--- src/rtl/midpoint_line_rasterizer_defines.svh ---
// assertion macros shared by the line rasterizer modules
// expects clk and rst_n to be visible in the module that uses them
`ifndef MIDPOINT_LINE_RASTERIZER_DEFINES_SVH
`define MIDPOINT_LINE_RASTERIZER_DEFINES_SVH

// consequent must hold in the same cycle as the antecedent
`define MLR_ASSERT_SAME(label, ante, cons) \
    label: assert property (@(posedge clk) disable iff (!rst_n) (ante) |-> (cons)) \
        else $error("same-cycle check failed");

// consequent must hold in the cycle after the antecedent
`define MLR_ASSERT_NEXT(label, ante, cons) \
    label: assert property (@(posedge clk) disable iff (!rst_n) (ante) |=> (cons)) \
        else $error("next-cycle check failed");

`endif

--- src/rtl/mlr_pkg.sv ---
// shared types and constants of the midpoint line rasterizer
// no dependencies
package mlr_pkg;

    // width of every coordinate port
    localparam int FIELD_W = 6;

    // commands from the controller to the datapath
    typedef struct packed {
        logic load;   // take a new segment and set up the walk
        logic emit;   // push the current pixel and advance the walk
        logic busy;   // a walk is in progress
    } mlr_cmd_t;

    // status from the datapath to the controller
    typedef struct packed {
        logic degenerate; // presented segment has equal endpoints
        logic at_end;     // current pixel is the last one
        logic slot_free;  // output register can take a pixel this cycle
    } mlr_status_t;

endpackage

--- src/rtl/mlr_ctrl.sv ---
// controller of the line rasterizer: idle / walk state machine
// depends on mlr_pkg and midpoint_line_rasterizer_defines.svh
`include "midpoint_line_rasterizer_defines.svh"

module mlr_ctrl (
    input  logic                clk,
    input  logic                rst_n,
    input  logic                in_valid,
    output logic                in_stall,
    input  mlr_pkg::mlr_status_t sts,
    output mlr_pkg::mlr_cmd_t    cmd
);
    import mlr_pkg::*;

    localparam logic ST_IDLE = 1'b0;
    localparam logic ST_RUN  = 1'b1;

    logic state_reg;
    logic state_next;

    // an item is taken only between walks
    assign in_stall = (state_reg != ST_IDLE);

    // commands
    always_comb
    begin
        cmd.load = in_valid && (state_reg == ST_IDLE);
        cmd.busy = (state_reg == ST_RUN);
        cmd.emit = (state_reg == ST_RUN) && sts.slot_free;
    end

    // next state
    always_comb
    begin
        state_next = state_reg;
        unique case (state_reg)
            ST_IDLE:
            begin
                if (cmd.load && !sts.degenerate)
                begin
                    state_next = ST_RUN;
                end
            end
            ST_RUN:
            begin
                if (cmd.emit && sts.at_end)
                begin
                    state_next = ST_IDLE;
                end
            end
            default:
            begin
                state_next = ST_IDLE;
            end
        endcase
    end

    // state register
    always_ff @(posedge clk or negedge rst_n)
    begin
        if (!rst_n)
        begin
            state_reg <= ST_IDLE;
        end
        else
        begin
            state_reg <= state_next;
        end
    end

    // equal endpoints never start a walk
    `MLR_ASSERT_NEXT(a_degen_stays_idle, cmd.load && sts.degenerate, state_reg == ST_IDLE)
    // a proper segment always starts a walk
    `MLR_ASSERT_NEXT(a_load_starts_walk, cmd.load && !sts.degenerate, state_reg == ST_RUN)
    // the walk ends only after the last pixel went out
    `MLR_ASSERT_NEXT(a_walk_ends, cmd.busy && !(cmd.emit && sts.at_end), state_reg == ST_RUN)

endmodule

--- src/rtl/mlr_datapath.sv ---
// datapath of the line rasterizer: octant setup, midpoint walk, output register
// depends on mlr_pkg and midpoint_line_rasterizer_defines.svh
`include "midpoint_line_rasterizer_defines.svh"

module mlr_datapath #(
    parameter int COORD_BITS = 6
) (
    input  logic                          clk,
    input  logic                          rst_n,
    input  logic [mlr_pkg::FIELD_W-1:0]   x_start,
    input  logic [mlr_pkg::FIELD_W-1:0]   y_start,
    input  logic [mlr_pkg::FIELD_W-1:0]   x_end,
    input  logic [mlr_pkg::FIELD_W-1:0]   y_end,
    output logic                          out_valid,
    input  logic                          out_stall,
    output logic [mlr_pkg::FIELD_W-1:0]   pixel_x,
    output logic [mlr_pkg::FIELD_W-1:0]   pixel_y,
    output logic                          last_pixel,
    input  mlr_pkg::mlr_cmd_t             cmd,
    output mlr_pkg::mlr_status_t          sts
);
    import mlr_pkg::*;

    // positions in mapped space carry a sign, the decision variable two more bits
    localparam int P_W = COORD_BITS + 1;
    localparam int D_W = COORD_BITS + 3;

    // setup signals
    logic signed [P_W-1:0] xa0, ya0, xb0, yb0;
    logic signed [P_W-1:0] dx0, dy0, adx, ady;
    logic signed [P_W-1:0] ya1, yb1;
    logic signed [P_W-1:0] xa2, ya2, xb2, yb2;
    logic signed [P_W-1:0] xs, ys, xe, ye;
    logic signed [D_W-1:0] xs_w, ys_w, xe_w, ye_w;
    logic signed [D_W-1:0] a_w, b_w;
    logic                  mirror, swap, rev;

    // walk registers
    logic signed [P_W-1:0] x_reg, x_next;
    logic signed [P_W-1:0] y_reg, y_next;
    logic signed [P_W-1:0] xe_reg, xe_next;
    logic signed [D_W-1:0] d_reg, d_next;
    logic signed [D_W-1:0] inc_e_reg, inc_e_next;
    logic signed [D_W-1:0] inc_ne_reg, inc_ne_next;
    logic                  swapped_reg, swapped_next;
    logic                  mirrored_reg, mirrored_next;

    // output register
    logic                  out_valid_reg, out_valid_next;
    logic [FIELD_W-1:0]    pixel_x_reg, pixel_x_next;
    logic [FIELD_W-1:0]    pixel_y_reg, pixel_y_next;
    logic                  last_reg, last_next;

    // mapped back pixel
    logic signed [P_W-1:0] ox, oy, oy_m;

    // octant mapping of the presented segment
    always_comb
    begin
        xa0 = signed'(P_W'(x_start[COORD_BITS-1:0]));
        ya0 = signed'(P_W'(y_start[COORD_BITS-1:0]));
        xb0 = signed'(P_W'(x_end[COORD_BITS-1:0]));
        yb0 = signed'(P_W'(y_end[COORD_BITS-1:0]));
        dx0 = xb0 - xa0;
        dy0 = yb0 - ya0;

        // negate y when the slope is negative
        mirror = ((dx0 < 0) && (dy0 > 0)) || ((dx0 > 0) && (dy0 < 0));
        ya1 = mirror ? -ya0 : ya0;
        yb1 = mirror ? -yb0 : yb0;

        // exchange axes for steep segments
        adx  = (dx0 < 0) ? -dx0 : dx0;
        ady  = (dy0 < 0) ? -dy0 : dy0;
        swap = (adx < ady);
        xa2  = swap ? ya1 : xa0;
        ya2  = swap ? xa0 : ya1;
        xb2  = swap ? yb1 : xb0;
        yb2  = swap ? xb0 : yb1;

        // walk left to right
        rev = (xa2 > xb2);
        xs  = rev ? xb2 : xa2;
        ys  = rev ? yb2 : ya2;
        xe  = rev ? xa2 : xb2;
        ye  = rev ? ya2 : yb2;

        xs_w = D_W'(xs);
        ys_w = D_W'(ys);
        xe_w = D_W'(xe);
        ye_w = D_W'(ye);
        a_w  = ye_w - ys_w;
        b_w  = xs_w - xe_w;
    end

    // map current pixel back to tile coordinates
    always_comb
    begin
        ox   = swapped_reg ? y_reg : x_reg;
        oy   = swapped_reg ? x_reg : y_reg;
        oy_m = mirrored_reg ? -oy : oy;
    end

    // status
    always_comb
    begin
        sts.degenerate = (dx0 == '0) && (dy0 == '0);
        sts.at_end     = (x_reg == xe_reg);
        sts.slot_free  = !out_valid_reg || !out_stall;
    end

    // walk next state: setup on load, one midpoint step per emitted pixel before the last
    always_comb
    begin
        x_next        = x_reg;
        y_next        = y_reg;
        xe_next       = xe_reg;
        d_next        = d_reg;
        inc_e_next    = inc_e_reg;
        inc_ne_next   = inc_ne_reg;
        swapped_next  = swapped_reg;
        mirrored_next = mirrored_reg;
        if (cmd.load)
        begin
            x_next        = xs;
            y_next        = ys;
            xe_next       = xe;
            d_next        = (a_w <<< 1) + b_w;
            inc_e_next    = a_w <<< 1;
            inc_ne_next   = (a_w + b_w) <<< 1;
            swapped_next  = swap;
            mirrored_next = mirror;
        end
        else if (cmd.emit && !sts.at_end)
        begin
            x_next = x_reg + P_W'(1);
            if (d_reg <= 0)
            begin
                d_next = d_reg + inc_e_reg;
            end
            else
            begin
                d_next = d_reg + inc_ne_reg;
                y_next = y_reg + P_W'(1);
            end
        end
    end

    // output register next state
    always_comb
    begin
        out_valid_next = out_valid_reg && out_stall;
        pixel_x_next   = pixel_x_reg;
        pixel_y_next   = pixel_y_reg;
        last_next      = last_reg;
        if (cmd.emit)
        begin
            out_valid_next = 1'b1;
            pixel_x_next   = FIELD_W'(ox[COORD_BITS-1:0]);
            pixel_y_next   = FIELD_W'(oy_m[COORD_BITS-1:0]);
            last_next      = sts.at_end;
        end
    end

    // control register
    always_ff @(posedge clk or negedge rst_n)
    begin
        if (!rst_n)
        begin
            out_valid_reg <= 1'b0;
        end
        else
        begin
            out_valid_reg <= out_valid_next;
        end
    end

    // payload registers
    always_ff @(posedge clk)
    begin
        x_reg        <= x_next;
        y_reg        <= y_next;
        xe_reg       <= xe_next;
        d_reg        <= d_next;
        inc_e_reg    <= inc_e_next;
        inc_ne_reg   <= inc_ne_next;
        swapped_reg  <= swapped_next;
        mirrored_reg <= mirrored_next;
        pixel_x_reg  <= pixel_x_next;
        pixel_y_reg  <= pixel_y_next;
        last_reg     <= last_next;
    end

    assign out_valid  = out_valid_reg;
    assign pixel_x    = pixel_x_reg;
    assign pixel_y    = pixel_y_reg;
    assign last_pixel = last_reg;

    // the walk never runs past the far endpoint
    `MLR_ASSERT_SAME(a_x_in_range, cmd.busy, x_reg <= xe_reg)
    // the minor axis advances by at most one per step
    `MLR_ASSERT_NEXT(a_y_step, cmd.emit && !sts.at_end,
        (y_reg == $past(y_reg)) || (y_reg == $past(y_reg) + P_W'(1)))
    // an emitted pixel is always offered downstream
    `MLR_ASSERT_NEXT(a_emit_valid, cmd.emit, out_valid_reg && (last_reg == $past(sts.at_end)))

endmodule

--- src/rtl/midpoint_line_rasterizer.sv ---
// Midpoint line rasterizer for one square tile: takes a segment as two endpoints
// and emits its pixels, flagging the last one. A segment of max(|dx|,|dy|)+1
// pixels is set up on load and then walked at one pixel per cycle, while the
// output is not stalled, by the decision-variable loop in the datapath.
// The input is stalled while a walk runs; the next segment is taken in the cycle
// after the last pixel enters the output register. Equal endpoints give no
// pixels and start no walk. Only the low COORD_BITS bits of each coordinate
// are used. Depends on mlr_pkg, mlr_ctrl and mlr_datapath.
module midpoint_line_rasterizer #(
    parameter int COORD_BITS = 6
) (
    input  logic                        clk,
    input  logic                        rst_n,
    input  logic                        in_valid,
    output logic                        in_stall,
    input  logic [mlr_pkg::FIELD_W-1:0] x_start,
    input  logic [mlr_pkg::FIELD_W-1:0] y_start,
    input  logic [mlr_pkg::FIELD_W-1:0] x_end,
    input  logic [mlr_pkg::FIELD_W-1:0] y_end,
    output logic                        out_valid,
    input  logic                        out_stall,
    output logic [mlr_pkg::FIELD_W-1:0] pixel_x,
    output logic [mlr_pkg::FIELD_W-1:0] pixel_y,
    output logic                        last_pixel
);
    import mlr_pkg::*;

    mlr_cmd_t    cmd;
    mlr_status_t sts;

    // state machine
    mlr_ctrl u_ctrl (
        .clk      (clk),
        .rst_n    (rst_n),
        .in_valid (in_valid),
        .in_stall (in_stall),
        .sts      (sts),
        .cmd      (cmd)
    );

    // setup, walk and output register
    mlr_datapath #(
        .COORD_BITS (COORD_BITS)
    ) u_datapath (
        .clk        (clk),
        .rst_n      (rst_n),
        .x_start    (x_start),
        .y_start    (y_start),
        .x_end      (x_end),
        .y_end      (y_end),
        .out_valid  (out_valid),
        .out_stall  (out_stall),
        .pixel_x    (pixel_x),
        .pixel_y    (pixel_y),
        .last_pixel (last_pixel),
        .cmd        (cmd),
        .sts        (sts)
    );

endmodule

--- config.mk ---
export PLATFORM = sky130hd
export DESIGN_NAME = midpoint_line_rasterizer
export DESIGN_NICKNAME = d
export VERILOG_FILES = /design/src/rtl/mlr_pkg.sv /design/src/rtl/mlr_ctrl.sv /design/src/rtl/mlr_datapath.sv /design/src/rtl/midpoint_line_rasterizer.sv
export VERILOG_INCLUDE_DIRS = /design/src /design/src/rtl
export SDC_FILE = /design/constraint.sdc
export NUM_CORES = 1
export LEC_CHECK = 0
export BUFFER_PORTS_ARGS = -buffer_cell sky130_fd_sc_hd__buf_4
export CAP_MARGIN = 40
export CORE_MARGIN = 3
export CORE_UTILIZATION = 50
export DETAILED_ROUTE_END_ITERATION = 10
export PLACE_DENSITY = 0.77
export SLEW_MARGIN = 25
export SYNTH_ARGS = -nofsm -noshare
export SYNTH_HDL_FRONTEND = slang
export SYNTH_SLANG_ARGS = --single-unit
export TNS_END_PERCENT = 50
--- constraint.sdc ---
create_clock -name clk -period 6.7 [get_ports clk]
set_input_delay 0.335 -clock clk [delete_from_list [all_inputs] [get_ports clk]]
set_output_delay 0.335 -clock clk [all_outputs]
set_load 0.05 [all_outputs]
==> metrics.yaml, run 1 <==
drive_gt1_share_pct: 41.2
crit_path_end_kind: "flop"
yosysWarnings: 0
clockBufferDepth: 2
yosysTopAreaCell: "edfxtp_1"
min-delay-start: "out_stall"
synth-adder-area-share_pct: 13.7
fin_ws_ns: -0.186
synth_nets: 792
min_to: "u_datapath.out_valid"
min_path_type: "in2reg"
ant_nets: 0
design.portCount: 43
timing.fmax_mhz: 145
synthCells: 703
place_congestion: 0.941
slowest_delay_ns: 0.62
async_flop_share_pct: 3.23
wl_per_cell_um: 17.7
period_share_pct: 103
fin_crit_ns: 6.89
fillers: 832
grt_pass1_wl_um: 31600
num_rows: 40
vias_per_cell: 5.67
post_synth_most_frequent_cells: "64 x nor2_1, 60 x edfxtp_1, 55 x ha_1, 55 x nand2_1, 47 x xnor2_1"
cts-root-buf: "clkbuf_16"
tightest_slew_ns: 0.746
synth_top_cell_area_share_pct: 28.0
finClkSkew_ns: 0.00899
cp_data_arrival_time_ns: 6.97
die_h_um: 119
ctsHtreeMaxLevel: 3
largest_reg_flops: 9
grtUsageTotal_pct: 27.5
ys_top_cells_by_area: "edfxtp_1 28%, ha_1 11%, xnor2_1 6.4%"
critPathLaunchType: "input port"
hold_viol: 0
route.detailed.drc: 0
slowest_stage: "fa_2"
netlist_area_um2: 6430
first_iter_violations: 458
hold_path_depth: 3
dieArea_um2: 14300
finalNetCount: 1024
synth-edff-count: 60
r2r-start: "u_datapath.d_reg[2]"
cts.sinks: 62
die_x_um: 119
yosysMostFrequentCell: "nor2_1"
grt_max_degree: 39
core_area_um2: 12300
postSynthAreaPerCell_um2: 9.14
yosysSeqAreaShare_pct: 28.8
ys.flop_type: "edfxtp_1"
cp.required_ns: 6.78
gr-total-overflow: 0
slew_headroom_pct: 49.8
setup-violations-final: 7
dr_total_vias: 6282
r2r_end: "u_datapath.d_reg[7]"
synth_simple_gate_area_share_pct: 16.5
status: "finished with violations"
crit_top_cell: "ha_2"
portBuffers: 42
totalWireLength_um: 19600
synth_top_family_by_area: "compound AO/OA/AOI/OAI gates"
clkSlewWorstSetupHoldPaths_ns: 0.06
drt_pre_antenna_iters: 5
dpl.hpwl_um: 14500
violations: "negative setup slack"
rsz0062_at_grt: "true"
grt_pass1_vias: 6474
synth.area.mux_share_pct: 8.23
drv_slew: 0
synth_xor_xnor_area_share_pct: 10.2
initial_core_util_pct: 52.2
pre_cts_ws_ns: -0.735
ys_ff_latch: 62
cts_tree: "yes"
r2r_setup_slack_ns: 3.04
areaGrowthSynthToFinish_pct: 42.5
clk_latency_ns: 0.34
cts_made_buffers: 9
startpoint: "x_start[3]"
maxCapViolations: 0
synth-compound-area-share_pct: 18.0
worst-r2r-cell-count: 14
crit_path_max_fanout: 7
antenna_found_initial: 0
timing.setup.critical_path_class: "in2reg"
synth.distinct_cells: 73
antenna_cells: 0
## cells by family (layout without fill, tap and decap cells)
family | count (synthesis) | count (layout)
buf+inv | 71 | 308
simple gates | 208 | 208
compound gates | 173 | 173
flops | 62 | 62
fa+ha+maj | 68 | 68
xor+xnor | 72 | 72
mux | 49 | 49
## through the flow
| step | hold WS, ns | cell area, um2 | instances | TNS, ns | util [%] |
|---|---|---|---|---|---|
| floorplan | 0.0394 | 6640 | 703 | -1.57 | - |
| global placement | 0.117 | 8290 | 1064 | -2.94 | 67.4 |
| detailed placement | 0.119 | 8290 | 1064 | -5.27 | 67.4 |
| CTS | 0.242 | 8880 | 1095 | -0.265 | 72.1 |
| global route | 0.270 | 9160 | 1108 | -3.47 | 74.4 |
| finish | 0.245 | 9160 | 1108 | -0.892 | 74.4 |
## critical path: cells and delay by family
kind | cells | cell delay (ns)
buffers and inverters | 5 | 0.49
AOI/OAI and AO/OA | 10 | 1.89
and+or+nand+nor | 9 | 1.28
muxes | 3 | 0.46
xor gates and xnor gates | 2 | 0.33
adders and majority gates | 7 | 2.18
## worst max path at each step
stage,end,slack (ns),depth (start not counted)
3_5_place_dp,u_datapath.d_reg[8],-0.73,37
3_3_place_gp,u_datapath.d_reg[8],-0.50,37
5_1_grt,u_datapath.d_reg[8],-0.52,39
6_report,u_datapath.d_reg[8],-0.19,36
4_1_cts,u_datapath.d_reg[8],-0.1,37
2_1_floorplan,u_datapath.d_reg[8],-0.39,41
## layout by cell type (no fill, tap or decap), types with 4 or more instances in the layout
master,n
buf_4,235
nor2_1,62
edfxtp_1,60
nand2_1,54
ha_1,44
inv_1,43
xnor2_1,40
a21oi_1,32
o21ai_0,31
mux2_2,25
xor2_1,19
mux2i_1,18
o21ai_1,14
a21o_1,14
nand2b_1,11
nand3_1,10
a21oi_2,9
nor3_1,9
clkbuf_16,9
o21ai_2,8
a31oi_1,8
and3_1,7
xnor2_2,7
ha_4,7
buf_6,7
a211oi_1,5
or3_1,5
o21bai_1,5
and2_1,5
xor2_2,5
maj3_1,5
fa_2,5
nor4_1,4
a211oi_2,4
nand2b_4,4
nor2_2,4
o211ai_1,4
o31ai_1,4
ha_2,4
## what timing repair did
item,in CTS,in global routing
gates resized for setup,40,36
pin swaps,38,35
hold endpoints to repair,2,0
endpoints found under the setup margin,8,14
hold buffers,1,0
buffers inserted,14,12
## metal layers
metal / up-vias / global-route usage (%) / share of wire (%)
met1: 3036 / 31.7 / 41
met3: 35 / 4.56 / 4.3
met4: 0 / 9.16 / 1.9
met5: - / 0 / 0
li1: 3015 / - / -
met2: 196 / 51.5 / 53
## layout make-up
| type | instances | area (um2) | share of cell area, % |
|---|---|---|---|
| clock buffer | 10 | 229 | 2.50 |
| clock inverter | 6 | 62.6 | 0.683 |
| inverter | 47 | 201 | 2.20 |
| multi-input combinational | 570 | 4730 | 51.7 |
| sequential | 62 | 1850 | 20.2 |
| tap | 168 | 210 | 2.30 |
| timing repair buffer | 245 | 1870 | 20.5 |
Power of run 1 is left out: the tool's default activity adds up to more than one toggle a clock period on the data nets, which glitch-free logic cannot reach.
==> run 2: changes to the inputs <==
- CORE_UTILIZATION: 50 -> 65
- CTS_CLUSTER_DIAMETER: unset -> 150
- PLACE_DENSITY: 0.77 -> 0.94
==> run 2 against run 1 <==
Against the previous run: the run now fails in clock tree synthesis (4_1_cts); synthesized cell count is the same; synthesized area is the same.
==> metrics.yaml, run 2 <==
dpl.hpwl_um: 17900  # was 14,500 um
place_congestion: 0.964  # was 0.941
yosysMostFrequentCell: "nor2_1"  # unchanged
initial_core_util_pct: 68.3  # was 52.2%
ctsHtreeMaxLevel: 3  # unchanged
holdBufCountCts: 1  # unchanged
postSynthAreaPerCell_um2: 9.14  # unchanged
num_rows: 35  # was 40
place_area_um2: 8260  # was 8290 um2
yosysTopAreaCell: "edfxtp_1"  # unchanged
synth-edff-count: 60  # unchanged
ys.flop_type: "edfxtp_1"  # unchanged
synth_nets: 792  # unchanged
cts-root-buf: "clkbuf_8"  # was clkbuf_16
netlist_area_um2: 6430  # unchanged
ctsResizeCount: 56  # was 40
ys_top_cells_by_area: "edfxtp_1 28%, ha_1 11%, xnor2_1 6.4%"  # unchanged
synth.distinct_cells: 73  # unchanged
error: "[ERROR DPL-0033] detailed placement checks failed during check placement."
die_x_um: 105  # was 119 um
synthCells: 703  # unchanged
synth_top_cell_area_share_pct: 28.0  # unchanged
post_synth_most_frequent_cells: "64 x nor2_1, 60 x edfxtp_1, 55 x ha_1, 55 x nand2_1, 47 x xnor2_1"  # unchanged
pre_cts_ws_ns: -1.19  # was -0.735 ns
die_h_um: 105  # was 119 um
failing_step: "clock tree synthesis (4_1_cts)"
status: "aborted with a tool error"  # was finished with violations
cts_made_buffers: 9  # unchanged
ys_ff_latch: 62  # unchanged
yosysWarnings: 0  # unchanged
clockBufferDepth: 2  # unchanged
post_cts_buffers: 69  # was 14
cts.sinks: 62  # unchanged
portBuffers: 42  # unchanged
async_flop_share_pct: 3.23  # unchanged
dp.cells: 1024  # was 1,064
design.portCount: 43  # unchanged
yosysSeqAreaShare_pct: 28.8  # unchanged
## run 2: logic make-up after synthesis
kind of cell | synth area share [%]
adder cells (fa/ha/maj) | 13.7
AND/OR/NAND/NOR | 16.5
buffers and inverters | 4.55
AO/OA/AOI/OAI | 18.0
flip-flops | 28.8
XOR/XNOR | 10.2
multiplexers | 8.23
## run 2: stage by stage
step	setup TNS [ns]	hold WS, ns
3_5_place_dp	-12.22	0.121
2_1_floorplan	-1.57	0.0394
3_3_place_gp	-2.47	0.116
==> run 3: changes to the inputs <==
- CORE_UTILIZATION: 65 -> 40
- CTS_CLUSTER_DIAMETER: 150 -> unset
- PLACE_DENSITY: 0.94 -> unset
- PLACE_DENSITY_LB_ADDON: unset -> 0.15
==> run 3 against run 2 <==
Against the previous run: the flow now finishes, with violations (negative setup slack).
==> metrics.yaml, run 3 (synthesized netlist as in run 1, its figures left out) <==
vias_per_cell: 5.21
grt_max_degree: 39
die_h_um: 133  # was 105 um
clkSlewWorstSetupHoldPaths_ns: 0.05
design.portCount: 43  # unchanged
drive_gt1_share_pct: 43.5
totalWireLength_um: 18600
slowest_stage: "fa_2"
rsz0062_at_grt: "true"
crit_cells: 40
die_x_um: 133  # was 105 um
grt_pass1_vias: 6053
fin_crit_ns: 6.78
wl_per_cell_um: 15.9
fin_ws_ns: -0.0759
antenna_found_initial: 1
slowest_delay_ns: 0.38
crit_family: "compound AO/OA/AOI/OAI gates"
grt_pass1_wl_um: 29700
portBuffers: 42  # unchanged
gr-total-overflow: 0
cts_made_buffers: 9  # unchanged
core_area_um2: 15500
finalNetCount: 1042
grtUsageTotal_pct: 20.7
period_share_pct: 101
areaGrowthSynthToFinish_pct: 48.0
final_common_cell: "buf_4"
tightest_slew_ns: 0.868
largest_reg_flops: 9
timing.fmax_mhz: 148
route.detailed.drc: 0
place_congestion: 0.923  # was 0.964
initial_core_util_pct: 41.5  # was 68.3%
antenna_cells: 0
finClkSkew_ns: 0.00605
maxCapViolations: 0
status: "finished with violations"  # was aborted with a tool error
dr_total_vias: 6082
cts-root-buf: "clkbuf_16"  # was clkbuf_8
drv_slew: 0
ant_nets: 0
cp.required_ns: 6.77
post-route-util_pct: 61.4
crit_path_end_kind: "flop"
hold_viol: 0
critPathBufInv: 8
crit_path_max_fanout: 7
num_rows: 45  # was 35
slew_headroom_pct: 41.6
clockBufferDepth: 2  # unchanged
min_path_type: "in2reg"
cts_tree: "yes"
critPathLaunchType: "input port"
clk_latency_ns: 0.33
timing.setup.critical_path_class: "in2reg"
dieArea_um2: 17600
cts.sinks: 62  # unchanged
final_cell_mix: "246 x buf_4, 60 x edfxtp_1, 58 x nor2_1"
dpl.hpwl_um: 14700  # was 17,900 um
cp_data_arrival_time_ns: 6.84
first_iter_violations: 346
drt_pre_antenna_iters: 5
setup-violations-final: 3
worst-r2r-cell-count: 14
violations: "negative setup slack"
ctsHtreeMaxLevel: 3  # unchanged
hold_path_depth: 3
==> run 3: tightest hold or removal path, cell delays in order <==
cell and delay (ns):
buf_4 0.07, nand2_1 0.07, nand2b_1 0.08
==> run 3: worst paths after layout <==
check / from / endpoint / slack (ns)
worst max-delay path: y_end[0] / u_datapath.d_reg[8] / -0.08
worst min-delay path: out_stall / u_datapath.out_valid / 0.27
worst max register to register: u_datapath.d_reg[2] / u_datapath.d_reg[8] / 2.85
worst min register to register: u_ctrl.in_stall / u_datapath.out_valid / 0.54
max in group asynchronous: rst_n / u_ctrl.in_stall / 6.27
min in group asynchronous: rst_n / u_datapath.out_valid / 0.34
==> run 3: per-layer routing <==
metal / vias up / routed length [um] / global-route usage, %
li1: 3046 / - / -
met1: 2887 / 8430 / 26.8
met2: 121 / 9140 / 36.3
met3: 26 / 670 / 2.78
met4: 2 / 301 / 5.54
met5: - / 13 / 0
==> run 3: through the flow <==
stage	setup slack, ns	cells	hold WS, ns	instance area, um2	TNS (ns)
finish	-0.0759	1168	0.273	9510	-0.0926
detailed placement	-0.839	1112	0.119	8410	-5.89
global placement	-0.705	1111	0.116	8400	-4.12
CTS	-0.0313	1157	0.258	9280	-0.0313
floorplan	-0.388	703	0.0394	6640	-1.57
global route	-0.386	1168	0.305	9510	-1.91
==> run 3: final cells by class <==
type                    count  area (um2)
fillers                  1309        5970
repair inverters            1        11.3
inverters                  47         204
repair buffers            262        2070
clock buffers              10         229
clock inverters             5        51.3
flip-flops and latches     62        1850
multi-input cells         570        4830
well taps                 211         264
==> run 3: timing repair <==
item                       in CTS  in global routing
pin swaps                      52                 30
setup endpoints to repair       7                 11
buffers inserted               28                 11
gates resized for setup        80                 29
hold endpoints to repair        2                  0
hold buffers                    1                  0
cloned                          1                  0
Power of run 3 is left out for the same reason.
==> run 4: changes to the inputs <==
- CORE_MARGIN: 3 -> 2
- CORE_UTILIZATION: 40 -> 35
==> run 4 against run 3 <==
Against the previous run: core utilization is 9.5 points lower; sequential share of layout area up 0.37 points; cell area fell by 1.8%; final cell count rose by 0.34%; the run still ends with negative setup slack left; critical endpoint unchanged; clock-buffer cell count is 2 higher; highest routed layer is now met4; non-clock buffer count decreased by 14; via count is 1.9% lower; global-route usage down 1.5 points.
==> metrics.yaml, run 4 (synthesized netlist as in run 1, its figures left out) <==
initial_core_util_pct: 35.8  # was 41.5%
slowest_stage: "a2111oi_4"  # was fa_2
ctsHtreeMaxLevel: 3  # unchanged
largest_reg_flops: 9  # unchanged
finalNetCount: 1027  # was 1,042
drv_slew: 0  # unchanged
cts-root-buf: "clkbuf_16"  # unchanged
grt_pass1_vias: 6167  # was 6,053
hold_path_depth: 3  # unchanged
rsz0062_at_grt: "true"  # unchanged
startpoint: "x_end[0]"  # was y_end[0]
period_share_pct: 103  # was 101%
slew_headroom_pct: 53.9  # was 41.6%
critPathBufInv: 6  # was 8
grtUsageTotal_pct: 19.2  # was 20.7%
vias_per_cell: 5.09  # was 5.21
post-route-util_pct: 52.0  # was 61.4%
clockBufferDepth: 2  # unchanged
gr-total-overflow: 0  # unchanged
final_common_cell: "buf_4"  # unchanged
crit_path_max_fanout: 5  # was 7
cp.required_ns: 6.77  # about the same
num_rows: 49  # was 45
ant_nets: 0  # unchanged
r2r_end: "u_datapath.d_reg[8]"  # unchanged
tightest_slew_ns: 0.685  # was 0.868 ns
final_cell_mix: "235 x buf_4, 61 x nor2_1, 60 x edfxtp_1"  # was 246 x buf_4, 60 x edfxtp_1, 58 x nor2_1
fin_ws_ns: -0.186  # was -0.0759 ns
totalWireLength_um: 18400  # was 18,600 um
critPathLaunchType: "input port"  # unchanged
cts.sinks: 62  # unchanged
finClkSkew_ns: 0.00882  # was 0.00605 ns
design.portCount: 43  # unchanged
antenna_found_initial: 0  # was 1
maxCapViolations: 0  # unchanged
wl_per_cell_um: 15.7  # was 15.9 um
clk_latency_ns: 0.33  # about the same
r2r_setup_slack_ns: 3.04  # was 2.85 ns
drive_gt1_share_pct: 42.2  # was 43.5%
worst-r2r-cell-count: 13  # was 14
min_path_type: "in2reg"  # unchanged
place_congestion: 0.910  # was 0.923
route.detailed.drc: 0  # unchanged
core_area_um2: 18000  # was 15,500 um2
r2r-start: "u_datapath.d_reg[4]"  # was u_datapath.d_reg[2]
dpl.hpwl_um: 14800  # was 14,700 um
fin_crit_ns: 6.89  # was 6.78 ns
cts_tree: "yes"  # unchanged
clkSlewWorstSetupHoldPaths_ns: 0.05  # about the same
hold_viol: 0  # unchanged
antenna_cells: 0  # unchanged
setup-violations-final: 7  # was 3
min_to: "u_datapath.out_valid"  # unchanged
die_x_um: 140  # was 133 um
violations: "negative setup slack"  # unchanged
dp.cells: 1136  # was 1,112
timing.setup.critical_path_class: "in2reg"  # unchanged
status: "finished with violations"  # unchanged
stdcell_count: 1172  # was 1,168
min-delay-start: "out_stall"  # unchanged
grt_max_degree: 39  # unchanged
slowest_delay_ns: 0.37  # was 0.38 ns
cts_made_buffers: 9  # unchanged
areaGrowthSynthToFinish_pct: 45.3  # was 48.0%
drt_pre_antenna_iters: 7  # was 5
first_iter_violations: 225  # was 346
crit_family: "compound AO/OA/AOI/OAI gates"  # unchanged
die_h_um: 140  # was 133 um
crit_path_end_kind: "flop"  # unchanged
dieArea_um2: 19500  # was 17,600 um2
dr_total_vias: 5967  # was 6,082
crit_top_cell: "buf_6"
timing.fmax_mhz: 145  # was 148 MHz
grt_pass1_wl_um: 30500  # was 29,700 um
portBuffers: 42  # unchanged
cp_data_arrival_time_ns: 6.95  # was 6.84 ns
## run 4: changes by cell type in the layout (fill, tap and decap cells not counted), moves of 3 or more
| cell | change |
|---|---|
| a21oi_2 | +4 |
| buf_4 | -11 |
| nand2_1 | +3 |
| nand2_2 | -3 |
| nor2_1 | +3 |
| o21ai_1 | +3 |
| xnor2_2 | +3 |
## run 4: how the worst max path moves through the flow
stage | end | slack (ns) | cells after the start
floorplan | u_datapath.d_reg[8] | -0.39 | 41
global placement | u_datapath.inc_ne_reg[7] | -0.81 | 39
detailed placement | u_datapath.d_reg[8] | -0.85 | 39
CTS | u_datapath.d_reg[8] | -0.21 | 39
global route | u_datapath.d_reg[8] | -0.52 | 38
finish | u_datapath.d_reg[8] | -0.19 | 38
## run 4: stage by stage
step	instance area [um2]	setup slack [ns]	TNS (ns)	hold WS (ns)
after detailed placement	8470	-0.847	-7.16	0.119
after global placement	8460	-0.813	-6.56	0.117
final	9340	-0.186	-0.501	0.262
after floorplan	6640	-0.388	-1.57	0.0394
after CTS	9020	-0.209	-0.885	0.251
after global routing	9340	-0.517	-2.80	0.289
## run 4: timing repair
action / CTS / global route
endpoints found under the hold margin: 2 / 0
pin swaps: 33 / 37
gates resized for setup: 40 / 50
endpoints found under the setup margin: 8 / 14
hold buffers: 1 / 0
setup buffers: 9 / 9
## run 4: worst reg2reg max path: cells and delay by family (launching register included)
| kind | cells | cell delay, ns |
|---|---|---|
| AOI/OAI and AO/OA | 8 | 1.50 |
| and+or+nand+nor | 2 | 0.71 |
| DFF | 1 | 0.41 |
| muxes | 1 | 0.40 |
| adders and majority gates | 1 | 0.29 |
| xor gates and xnor gates | 1 | 0.11 |
## run 4: layout make-up
cell class / count / area (um2)
fill: 1695 / 8630
multi-input combinational: 570 / 4780
timing repair buffer: 248 / 1920
sequential: 62 / 1850
tap: 229 / 287
clock buffer: 12 / 246
inverter: 47 / 199
clock inverter: 4 / 47.5
## run 4: metal layers
metal / part of all wire (%) / global-route usage (%) / vias to the layer above
li1: - / - / 3014
met1: 45 / 24.2 / 2838
met2: 51 / 35.0 / 90
met3: 2.2 / 1.89 / 25
met4: 1.6 / 5.21 / 0
met5: 0 / 0 / -
Power of run 4 is left out for the same reason.
